[src/design/dclr_pkg.sv]
`timescale 1ns / 1ps
// ----------------------------------------------------------------------------
// dclr_pkg: shared types and constants for the drive command link receiver
// Holds the protocol modes, acknowledge codes, transaction structs and
// joystick mixing constants.
// ----------------------------------------------------------------------------
package dclr_pkg;

    localparam int BYTE_W   = 8;
    localparam int DUTY_W   = 10;
    localparam int MOTION_W = 2;
    localparam int ANGLE_W  = 15;
    localparam int MODE_W   = 3;
    localparam int CFG_IDX_W = 1;

    // Joystick center and duty ceiling
    localparam logic [BYTE_W-1:0] MID_POINT = 8'd128;
    localparam logic [DUTY_W-1:0] DUTY_MAX  = 10'd1000;
    // offset * 1000 / 128 == (offset * 125) >> 4
    localparam logic [6:0]        AXIS_MUL   = 7'd125;
    localparam int                AXIS_SHIFT = 4;

    localparam logic [BYTE_W-1:0] START_CODE_RESET = 8'hA5;
    localparam logic [BYTE_W-1:0] CHECK_CODE_RESET = 8'hFF;

    // Configuration register indexes
    localparam logic [CFG_IDX_W-1:0] CFG_START_CODE = 1'd0;
    localparam logic [CFG_IDX_W-1:0] CFG_CHECK_CODE = 1'd1;

    // Acknowledge bytes
    localparam logic [BYTE_W-1:0] REPLY_CHECK_OK   = 8'hFF;
    localparam logic [BYTE_W-1:0] REPLY_CHECK_FAIL = 8'h00;
    localparam logic [BYTE_W-1:0] REPLY_START_AUTO = 8'd4;
    localparam logic [BYTE_W-1:0] REPLY_START_JOY  = 8'd0;
    localparam logic [BYTE_W-1:0] REPLY_IDLE_NONE  = 8'hFF;
    localparam logic [BYTE_W-1:0] REPLY_JOY_X      = 8'd1;
    localparam logic [BYTE_W-1:0] REPLY_JOY_Y      = 8'd2;
    localparam logic [BYTE_W-1:0] REPLY_AUTO_D     = 8'd5;
    localparam logic [BYTE_W-1:0] REPLY_AUTO_A0    = 8'd6;
    localparam logic [BYTE_W-1:0] REPLY_AUTO_A1    = 8'd7;

    // Drive direction codes
    localparam logic [MOTION_W-1:0] MOTION_STOP     = 2'd0;
    localparam logic [MOTION_W-1:0] MOTION_FORWARD  = 2'd1;
    localparam logic [MOTION_W-1:0] MOTION_BACKWARD = 2'd2;

    typedef enum logic [MODE_W-1:0] {
        MODE_SELFCHECK = 3'd0,
        MODE_IDLE      = 3'd1,
        MODE_JOY_X     = 3'd2,
        MODE_JOY_Y     = 3'd3,
        MODE_AUTO_D    = 3'd4,
        MODE_AUTO_A0   = 3'd5,
        MODE_AUTO_A1   = 3'd6
    } mode_t;

    typedef struct packed {
        logic [BYTE_W-1:0] rx_byte;
        logic              selected;
        logic              auto_select;
    } rx_item_t;

    typedef struct packed {
        logic                reply_valid;
        logic [BYTE_W-1:0]   reply_byte;
        logic                indicator;
        logic                drive_update;
        logic [MOTION_W-1:0] motion;
        logic [DUTY_W-1:0]   left_duty;
        logic [DUTY_W-1:0]   right_duty;
        logic                auto_valid;
        logic [BYTE_W-1:0]   auto_distance;
        logic [ANGLE_W-1:0]  auto_angle;
        logic                auto_turn_dir;
    } res_item_t;

    typedef struct packed {
        logic [MOTION_W-1:0] motion;
        logic [DUTY_W-1:0]   left_duty;
        logic [DUTY_W-1:0]   right_duty;
    } mix_result_t;

endpackage

[src/design/dclr_mix.sv]
`timescale 1ns / 1ps
// ----------------------------------------------------------------------------
// dclr_mix: joystick to differential drive mixer
// Turns an x,y stick pair into a direction and clamped left/right duties.
// ----------------------------------------------------------------------------
module dclr_mix
(
    input  logic [dclr_pkg::BYTE_W-1:0] x,
    input  logic [dclr_pkg::BYTE_W-1:0] y,
    output dclr_pkg::mix_result_t       result
);

    localparam int SUM_W  = dclr_pkg::DUTY_W + 2;
    localparam int PROD_W = dclr_pkg::BYTE_W + 7;

    logic [dclr_pkg::BYTE_W-1:0] speed_off;
    logic [dclr_pkg::BYTE_W-1:0] turn_off;
    logic [PROD_W-1:0]           speed_prod;
    logic [PROD_W-1:0]           turn_prod;
    logic [dclr_pkg::DUTY_W-1:0] speed;
    logic [dclr_pkg::DUTY_W-1:0] turn;
    logic signed [SUM_W-1:0]     left_sum;
    logic signed [SUM_W-1:0]     right_sum;
    logic signed [SUM_W-1:0]     speed_s;
    logic signed [SUM_W-1:0]     turn_s;
    logic signed [SUM_W-1:0]     duty_max_s;

    function automatic logic [dclr_pkg::DUTY_W-1:0] clamp_duty(
        input logic signed [SUM_W-1:0] v,
        input logic signed [SUM_W-1:0] ceiling
    );
        logic [dclr_pkg::DUTY_W-1:0] r;
        if (v < 0)
        begin
            r = '0;
        end
        else if (v > ceiling)
        begin
            r = dclr_pkg::DUTY_MAX;
        end
        else
        begin
            r = v[dclr_pkg::DUTY_W-1:0];
        end
        return r;
    endfunction

    always_comb
    begin
        result.motion = dclr_pkg::MOTION_STOP;
        speed_off     = '0;
        if (y > dclr_pkg::MID_POINT)
        begin
            result.motion = dclr_pkg::MOTION_FORWARD;
            speed_off     = y - dclr_pkg::MID_POINT;
        end
        else if (y < dclr_pkg::MID_POINT)
        begin
            result.motion = dclr_pkg::MOTION_BACKWARD;
            speed_off     = dclr_pkg::MID_POINT - y;
        end

        if (x >= dclr_pkg::MID_POINT)
        begin
            turn_off = x - dclr_pkg::MID_POINT;
        end
        else
        begin
            turn_off = dclr_pkg::MID_POINT - x;
        end

        speed_prod = PROD_W'(speed_off) * PROD_W'(dclr_pkg::AXIS_MUL);
        turn_prod  = PROD_W'(turn_off) * PROD_W'(dclr_pkg::AXIS_MUL);
        speed      = speed_prod[dclr_pkg::AXIS_SHIFT +: dclr_pkg::DUTY_W];
        turn       = turn_prod[dclr_pkg::AXIS_SHIFT +: dclr_pkg::DUTY_W];

        speed_s    = signed'({2'b00, speed});
        turn_s     = signed'({2'b00, turn});
        duty_max_s = signed'({2'b00, dclr_pkg::DUTY_MAX});

        // Stick right speeds up the left wheel
        if (x >= dclr_pkg::MID_POINT)
        begin
            left_sum  = speed_s + turn_s;
            right_sum = speed_s - turn_s;
        end
        else
        begin
            left_sum  = speed_s - turn_s;
            right_sum = speed_s + turn_s;
        end

        result.left_duty  = clamp_duty(left_sum, duty_max_s);
        result.right_duty = clamp_duty(right_sum, duty_max_s);
    end

endmodule

[src/design/drive_command_link_receiver.sv]
`timescale 1ns / 1ps
// ----------------------------------------------------------------------------
// drive_command_link_receiver: link command protocol and drive command decode
// Runs the self-check / idle / joystick / autonomous byte protocol and
// produces one result transaction for every received byte.
// ----------------------------------------------------------------------------
// Usage:
//   rx channel (rx_valid / rx_stall / rx_item) carries one link byte with
//   its chip-select and auto-mode pin levels per transaction. res channel
//   (res_valid / res_stall / res_item) returns exactly one result per byte:
//   reply byte, indicator level, and drive or autonomous command when a
//   sequence completes.
//   A taken byte passes through the input register, then protocol decode
//   and joystick mixing into the result register, which drives res_valid.
//   Throughput: one transaction per cycle while res is not stalled; protocol
//   decode and mixer are combinational, so nothing limits back-to-back bytes.
//   When the receiver stalls res, the result register holds and the input
//   register fills; rx_stall rises only once both stages are occupied.
//   cfg_we writes start_code (index 0) or check_code (index 1);
//   write only while no transaction is in flight.
//   Reset clears both pipeline valids, puts the protocol in self-check,
//   clears the held bytes and the indicator, and restores the codes.
// ----------------------------------------------------------------------------
module drive_command_link_receiver
(
    input  logic                             clk,
    input  logic                             rst_n,
    input  logic                             rx_valid,
    output logic                             rx_stall,
    input  dclr_pkg::rx_item_t               rx_item,
    output logic                             res_valid,
    input  logic                             res_stall,
    output dclr_pkg::res_item_t              res_item,
    input  logic                             cfg_we,
    input  logic [dclr_pkg::CFG_IDX_W-1:0]   cfg_index,
    input  logic [dclr_pkg::BYTE_W-1:0]      cfg_data
);

    // Pipeline control
    logic                     in_valid_reg;
    dclr_pkg::rx_item_t       in_item_reg;
    logic                     out_valid_reg;
    dclr_pkg::res_item_t      out_item_reg;
    logic                     advance;
    logic                     rx_take;

    // Protocol state
    dclr_pkg::mode_t          mode_reg;
    dclr_pkg::mode_t          mode_next;
    logic [dclr_pkg::BYTE_W-1:0] x_hold_reg;
    logic [dclr_pkg::BYTE_W-1:0] x_hold_next;
    logic [dclr_pkg::BYTE_W-1:0] distance_hold_reg;
    logic [dclr_pkg::BYTE_W-1:0] distance_hold_next;
    logic [dclr_pkg::BYTE_W-1:0] angle_high_hold_reg;
    logic [dclr_pkg::BYTE_W-1:0] angle_high_hold_next;
    logic                     indicator_reg;
    logic                     indicator_next;
    logic [dclr_pkg::BYTE_W-1:0] start_code_reg;
    logic [dclr_pkg::BYTE_W-1:0] check_code_reg;

    dclr_pkg::res_item_t      result_next;
    dclr_pkg::mix_result_t    mix_out;

    // Result register moves when empty or when its transaction is taken
    assign advance  = !out_valid_reg || !res_stall;
    assign rx_stall = in_valid_reg && !advance;
    assign rx_take  = rx_valid && !rx_stall;

    assign res_valid = out_valid_reg;
    assign res_item  = out_item_reg;

    dclr_mix u_mix
    (
        .x      (x_hold_reg),
        .y      (in_item_reg.rx_byte),
        .result (mix_out)
    );

    // Protocol decode for the byte held in the input register
    always_comb
    begin
        mode_next            = mode_reg;
        x_hold_next          = x_hold_reg;
        distance_hold_next   = distance_hold_reg;
        angle_high_hold_next = angle_high_hold_reg;
        indicator_next       = indicator_reg;
        result_next          = '0;

        if (in_item_reg.selected)
        begin
            result_next.reply_valid = 1'b1;
            case (mode_reg)
                dclr_pkg::MODE_SELFCHECK:
                begin
                    if (in_item_reg.rx_byte == check_code_reg)
                    begin
                        result_next.reply_byte = dclr_pkg::REPLY_CHECK_OK;
                        indicator_next         = 1'b0;
                        mode_next              = dclr_pkg::MODE_IDLE;
                    end
                    else
                    begin
                        result_next.reply_byte = dclr_pkg::REPLY_CHECK_FAIL;
                        indicator_next         = 1'b1;
                    end
                end
                dclr_pkg::MODE_IDLE:
                begin
                    if (in_item_reg.rx_byte == start_code_reg)
                    begin
                        indicator_next = 1'b0;
                        if (in_item_reg.auto_select)
                        begin
                            result_next.reply_byte = dclr_pkg::REPLY_START_AUTO;
                            mode_next              = dclr_pkg::MODE_AUTO_D;
                        end
                        else
                        begin
                            result_next.reply_byte = dclr_pkg::REPLY_START_JOY;
                            mode_next              = dclr_pkg::MODE_JOY_X;
                        end
                    end
                    else
                    begin
                        result_next.reply_byte = dclr_pkg::REPLY_IDLE_NONE;
                        indicator_next         = 1'b1;
                    end
                end
                dclr_pkg::MODE_JOY_X:
                begin
                    indicator_next         = 1'b1;
                    x_hold_next            = in_item_reg.rx_byte;
                    result_next.reply_byte = dclr_pkg::REPLY_JOY_X;
                    mode_next              = dclr_pkg::MODE_JOY_Y;
                end
                dclr_pkg::MODE_JOY_Y:
                begin
                    indicator_next           = 1'b0;
                    result_next.reply_byte   = dclr_pkg::REPLY_JOY_Y;
                    result_next.drive_update = 1'b1;
                    result_next.motion       = mix_out.motion;
                    result_next.left_duty    = mix_out.left_duty;
                    result_next.right_duty   = mix_out.right_duty;
                    mode_next                = dclr_pkg::MODE_IDLE;
                end
                dclr_pkg::MODE_AUTO_D:
                begin
                    indicator_next         = 1'b1;
                    distance_hold_next     = in_item_reg.rx_byte;
                    result_next.reply_byte = dclr_pkg::REPLY_AUTO_D;
                    mode_next              = dclr_pkg::MODE_AUTO_A0;
                end
                dclr_pkg::MODE_AUTO_A0:
                begin
                    // Indicator stays on from the distance byte
                    angle_high_hold_next   = in_item_reg.rx_byte;
                    result_next.reply_byte = dclr_pkg::REPLY_AUTO_A0;
                    mode_next              = dclr_pkg::MODE_AUTO_A1;
                end
                dclr_pkg::MODE_AUTO_A1:
                begin
                    indicator_next            = 1'b0;
                    result_next.reply_byte    = dclr_pkg::REPLY_AUTO_A1;
                    result_next.auto_valid    = 1'b1;
                    result_next.auto_distance = distance_hold_reg;
                    result_next.auto_angle    = {angle_high_hold_reg,
                                                 in_item_reg.rx_byte[dclr_pkg::BYTE_W-1:1]};
                    result_next.auto_turn_dir = in_item_reg.rx_byte[0];
                    mode_next                 = dclr_pkg::MODE_IDLE;
                end
                default:
                begin
                    // Unused mode code: drop the reply and restart self-check
                    result_next.reply_valid = 1'b0;
                    mode_next               = dclr_pkg::MODE_SELFCHECK;
                end
            endcase
        end

        result_next.indicator = indicator_next;
    end

    // Pipeline valids and protocol state
    always_ff @(posedge clk or negedge rst_n)
    begin
        if (!rst_n)
        begin
            in_valid_reg        <= 1'b0;
            out_valid_reg       <= 1'b0;
            mode_reg            <= dclr_pkg::MODE_SELFCHECK;
            x_hold_reg          <= '0;
            distance_hold_reg   <= '0;
            angle_high_hold_reg <= '0;
            indicator_reg       <= 1'b0;
            start_code_reg      <= dclr_pkg::START_CODE_RESET;
            check_code_reg      <= dclr_pkg::CHECK_CODE_RESET;
        end
        else
        begin
            if (cfg_we)
            begin
                case (cfg_index)
                    dclr_pkg::CFG_START_CODE: start_code_reg <= cfg_data;
                    dclr_pkg::CFG_CHECK_CODE: check_code_reg <= cfg_data;
                    default: ;
                endcase
            end

            if (rx_take)
            begin
                in_valid_reg <= 1'b1;
            end
            else if (advance)
            begin
                in_valid_reg <= 1'b0;
            end

            if (advance)
            begin
                out_valid_reg <= in_valid_reg;
                if (in_valid_reg)
                begin
                    mode_reg            <= mode_next;
                    x_hold_reg          <= x_hold_next;
                    distance_hold_reg   <= distance_hold_next;
                    angle_high_hold_reg <= angle_high_hold_next;
                    indicator_reg       <= indicator_next;
                end
            end
        end
    end

    // Payload registers
    always_ff @(posedge clk)
    begin
        if (rx_take)
        begin
            in_item_reg <= rx_item;
        end
        if (advance && in_valid_reg)
        begin
            out_item_reg <= result_next;
        end
    end

    // A completed joystick pair always carries the second joystick acknowledge
    a_drive_reply: assert property (@(posedge clk) disable iff (!rst_n)
        (res_valid && res_item.drive_update) |->
        (res_item.reply_valid && res_item.reply_byte == dclr_pkg::REPLY_JOY_Y))
        else $error("drive update without joystick y acknowledge");

    // Drive and autonomous commands never complete on the same byte
    a_one_command: assert property (@(posedge clk) disable iff (!rst_n)
        res_valid |-> !(res_item.drive_update && res_item.auto_valid))
        else $error("drive and autonomous command in one result");

    // Duties stay within the clamp range
    a_duty_range: assert property (@(posedge clk) disable iff (!rst_n)
        res_valid |-> (res_item.left_duty <= dclr_pkg::DUTY_MAX &&
                       res_item.right_duty <= dclr_pkg::DUTY_MAX))
        else $error("duty out of range");

    // A byte taken while both stages are full would be lost
    a_no_overrun: assert property (@(posedge clk) disable iff (!rst_n)
        (in_valid_reg && out_valid_reg && res_stall) |=> in_valid_reg)
        else $error("input register dropped a transaction under stall");

endmodule

[config.mk]
export PLATFORM = sky130hd
export DESIGN_NAME = drive_command_link_receiver
export DESIGN_NICKNAME = d
export VERILOG_FILES = /design/src/design/dclr_pkg.sv /design/src/design/dclr_mix.sv /design/src/design/drive_command_link_receiver.sv
export SDC_FILE = /design/constraint.sdc
export NUM_CORES = 1
export LEC_CHECK = 0
export CAP_MARGIN = 10
export CORE_ASPECT_RATIO = 1.1
export CORE_MARGIN = 2
export CORE_UTILIZATION = 45
export DETAILED_ROUTE_END_ITERATION = 10
export DONT_BUFFER_PORTS = 1
export SLEW_MARGIN = 10
export SYNTH_ARGS = -nofsm -noshare
export SYNTH_HDL_FRONTEND = slang
export SYNTH_SLANG_ARGS = --single-unit
[constraint.sdc]
create_clock -name clk -period 17.7 [get_ports clk]
set_clock_uncertainty 0.2 [all_clocks]
set_input_delay 0.885 -clock clk [delete_from_list [all_inputs] [get_ports clk]]
set_output_delay 0.885 -clock clk [all_outputs]
set_load 0.05 [all_outputs]
==> metrics.txt <==
Clk pin slew, worst setup/hold paths=0.08 ns; Post-synth EDFFs=64; Fmax=0.1216 GHz; crit-path max FO=7; final RePlAce weighted congestion=0.8626; DRT Pass-1 Iters=5; total wire length=19650 um; via count=6238; top-count cell post-synth=inv_1; final setup TNS=0 ns; Netlist cell types=74; Clock Latency Late Sink=0.36 ns; core area=0.01966 mm2; Post-Syn Area=0.008931 mm2; Initial Utilization=0.4542; most frequent CP cell=o21ai_0; clk sinks=110; Post-CTS Hold Fix Bufs=2; largest net degree at the start of global routing=57; met2 Track Usage GR=0.3510; max reg flops=54; DP HPWL=15460 um; yosys warns=0; Die Width=138.3 um; critical path's top delay family=adder cells; fin crit share=0.4647; fin crit period=8.225 ns; post-CTS sizing=0; Crit path required time=17.58 ns; top cell type's share of synthesized area=0.2152; Critical Path Sink Type=flop; vias per cell=5.575; WP buf/inv=1; post-route ant nets=0; RSZ-0062 raised after global routing=false; most common flop cell mapped by yosys=edfxtp_1; vias in the first global route=6253; Slew headroom=0.3553; Synth Net Count=1033; CTS tree=done; area grow syn2layout=6.192%; post-route insts no fill=1119; CTS Buf Count=9; Max Transition Viols Final=0; Iter 0 DRT Violations=305; Nets=1017; Placed Cells=1100; Reg2Reg Depth=25; CTS HTree Levels=3; fin util=0.4824; MaxCap Viol Count=0; CP arrival=8.10 ns; Post-synth top cells=inv_1, ha_1, edfxtp_1; Ports=84; WP depth=25; share of cells above drive strength 1=0.09804; Post-Syn Instances=878; gr usage total=0.1916; initial antenna violation count=0; leading area contributor after synthesis=edfxtp_1; sequential area share after synthesis=0.3458; CTS Root Cell=clkbuf_16; grt total ovfl=0; Fillers=1840; top cells by area, synth=edfxtp_1, ha_1, fa_1; synthesized flop and latch total=110; Die H=151.8 um; # Post-CTS Setup Buffers=0; GRT met1 Usage=0.2240; Slowest-stage cell, CP=nor4_1; WL/cell=17.56 um; Site Rows=54; CTS max path bufs=2; status=complete, no violations; Final Hold Viols=0; Port Buf Inserts=0; ys async rst share=0.4182; CP max stage delay=0.64 ns; met3 usage=0.03991; full die area=0.02099 mm2; GR peak layer=met2; slew at the pin closest to its max-slew limit=0.9691 ns; first-pass GRT wire length=31930 um; Startpoint Class=flop; Antenna diodes=0; synthesized area per cell=10.17 um2; drt drc=0; setup violators final=0; Setup CP Type=reg2reg; Min-Delay Path Class=in2async
==> cell usage in the layout, fill, tap and decap left out, types with 7 or more instances in the layout <==
cell and instances:
a2111oi_0 7, a21o_1 7, a21oi_1 29, a311oi_1 7, a31oi_1 9, and2_1 31, clkbuf_16 10, dfrtp_1 34
dfstp_2 12, edfxtp_1 64, fa_1 43, ha_1 88, inv_1 103, mux2_2 37, nand2_1 47, nand2b_1 12
nand3_1 17, nor2_1 54, nor2b_1 11, nor3_1 23, nor4_1 16, o21ai_0 40, xnor2_1 25, xor2_1 32
==> final timing paths <==
| kind | slack [ns] | to | start |
|---|---|---|---|
| setup / recovery | 9.48 | res_item[39]$_SDFFCE_PP0P_ | in_item_reg[2]$_DFFE_PP_ |
| hold / removal | 0.14 | distance_hold_reg[2]$_DFFE_PN0P_ | rst_n |
| setup reg to reg | 9.48 | res_item[39]$_SDFFCE_PP0P_ | in_item_reg[2]$_DFFE_PP_ |
| hold reg to reg | 0.28 | angle_high_hold_reg[1]$_DFFE_PN0P_ | angle_high_hold_reg[1]$_DFFE_PN0P_ |
| max in group asynchronous | 16.41 | angle_high_hold_reg[5]$_DFFE_PN0P_ | rst_n |
| min in group clk | 0.28 | angle_high_hold_reg[1]$_DFFE_PN0P_ | angle_high_hold_reg[1]$_DFFE_PN0P_ |
==> cell type report <==
| cell class | count | area, um2 | area share |
|---|---|---|---|
| sequential | 110 | 3088 | 0.3256 |
| inverter | 103 | 386.6 | 0.04077 |
| clock buffer | 11 | 254.0 | 0.02678 |
| tap | 252 | 315.3 | 0.03325 |
| multi-input combinational | 631 | 5309 | 0.5598 |
| clock inverter | 5 | 48.80 | 0.005145 |
| timing repair buffer | 7 | 82.58 | 0.008707 |
==> worst register-to-register path: stages, from the launching register on <==
cell	delay, ns
edfxtp_1	0.55
inv_1	0.26
ha_1	0.33
nand2_1	0.08
nor2_1	0.07
o22ai_1	0.52
fa_1	0.58
xor2_1	0.17
ha_1	0.30
fa_1	0.57
fa_1	0.43
ha_1	0.39
o21ai_0	0.16
a21boi_0	0.25
o21ai_0	0.13
a21oi_1	0.21
nor2_1	0.10
xnor2_1	0.31
ha_1	0.36
a211o_1	0.31
o21ai_0	0.29
o21ai_0	0.18
o21ai_0	0.19
nand4_1	0.21
nor4_1	0.64
nor3_1	0.15
==> logic make-up after synthesis <==
group | share of synthesized area
buf+inv | 0.05996
simple gates | 0.1370
flops | 0.3458
fa+ha+maj | 0.2197
compound gates | 0.1294
mux | 0.05226
xor+xnor | 0.05590
==> metal layers <==
layer	part of all wire	wire length (um)
met5	0	0
met4	0.030	582
met3	0.032	629
met2	0.52	10130
met1	0.42	8306
==> stage by stage <==
stage               hold WS (ns)  worst slack (ns)  area, um2
finish                    0.1418             9.475       9484
global route              0.1339             8.742       9484
CTS                     0.001870             9.497       9474
detailed placement        0.2615             9.533       9141
global placement          0.2543             9.618       9141
floorplan                 0.2418             10.53       8931
Power is left out: the tool's default activity adds up to more than one toggle a clock period on the data nets, which glitch-free logic cannot reach.
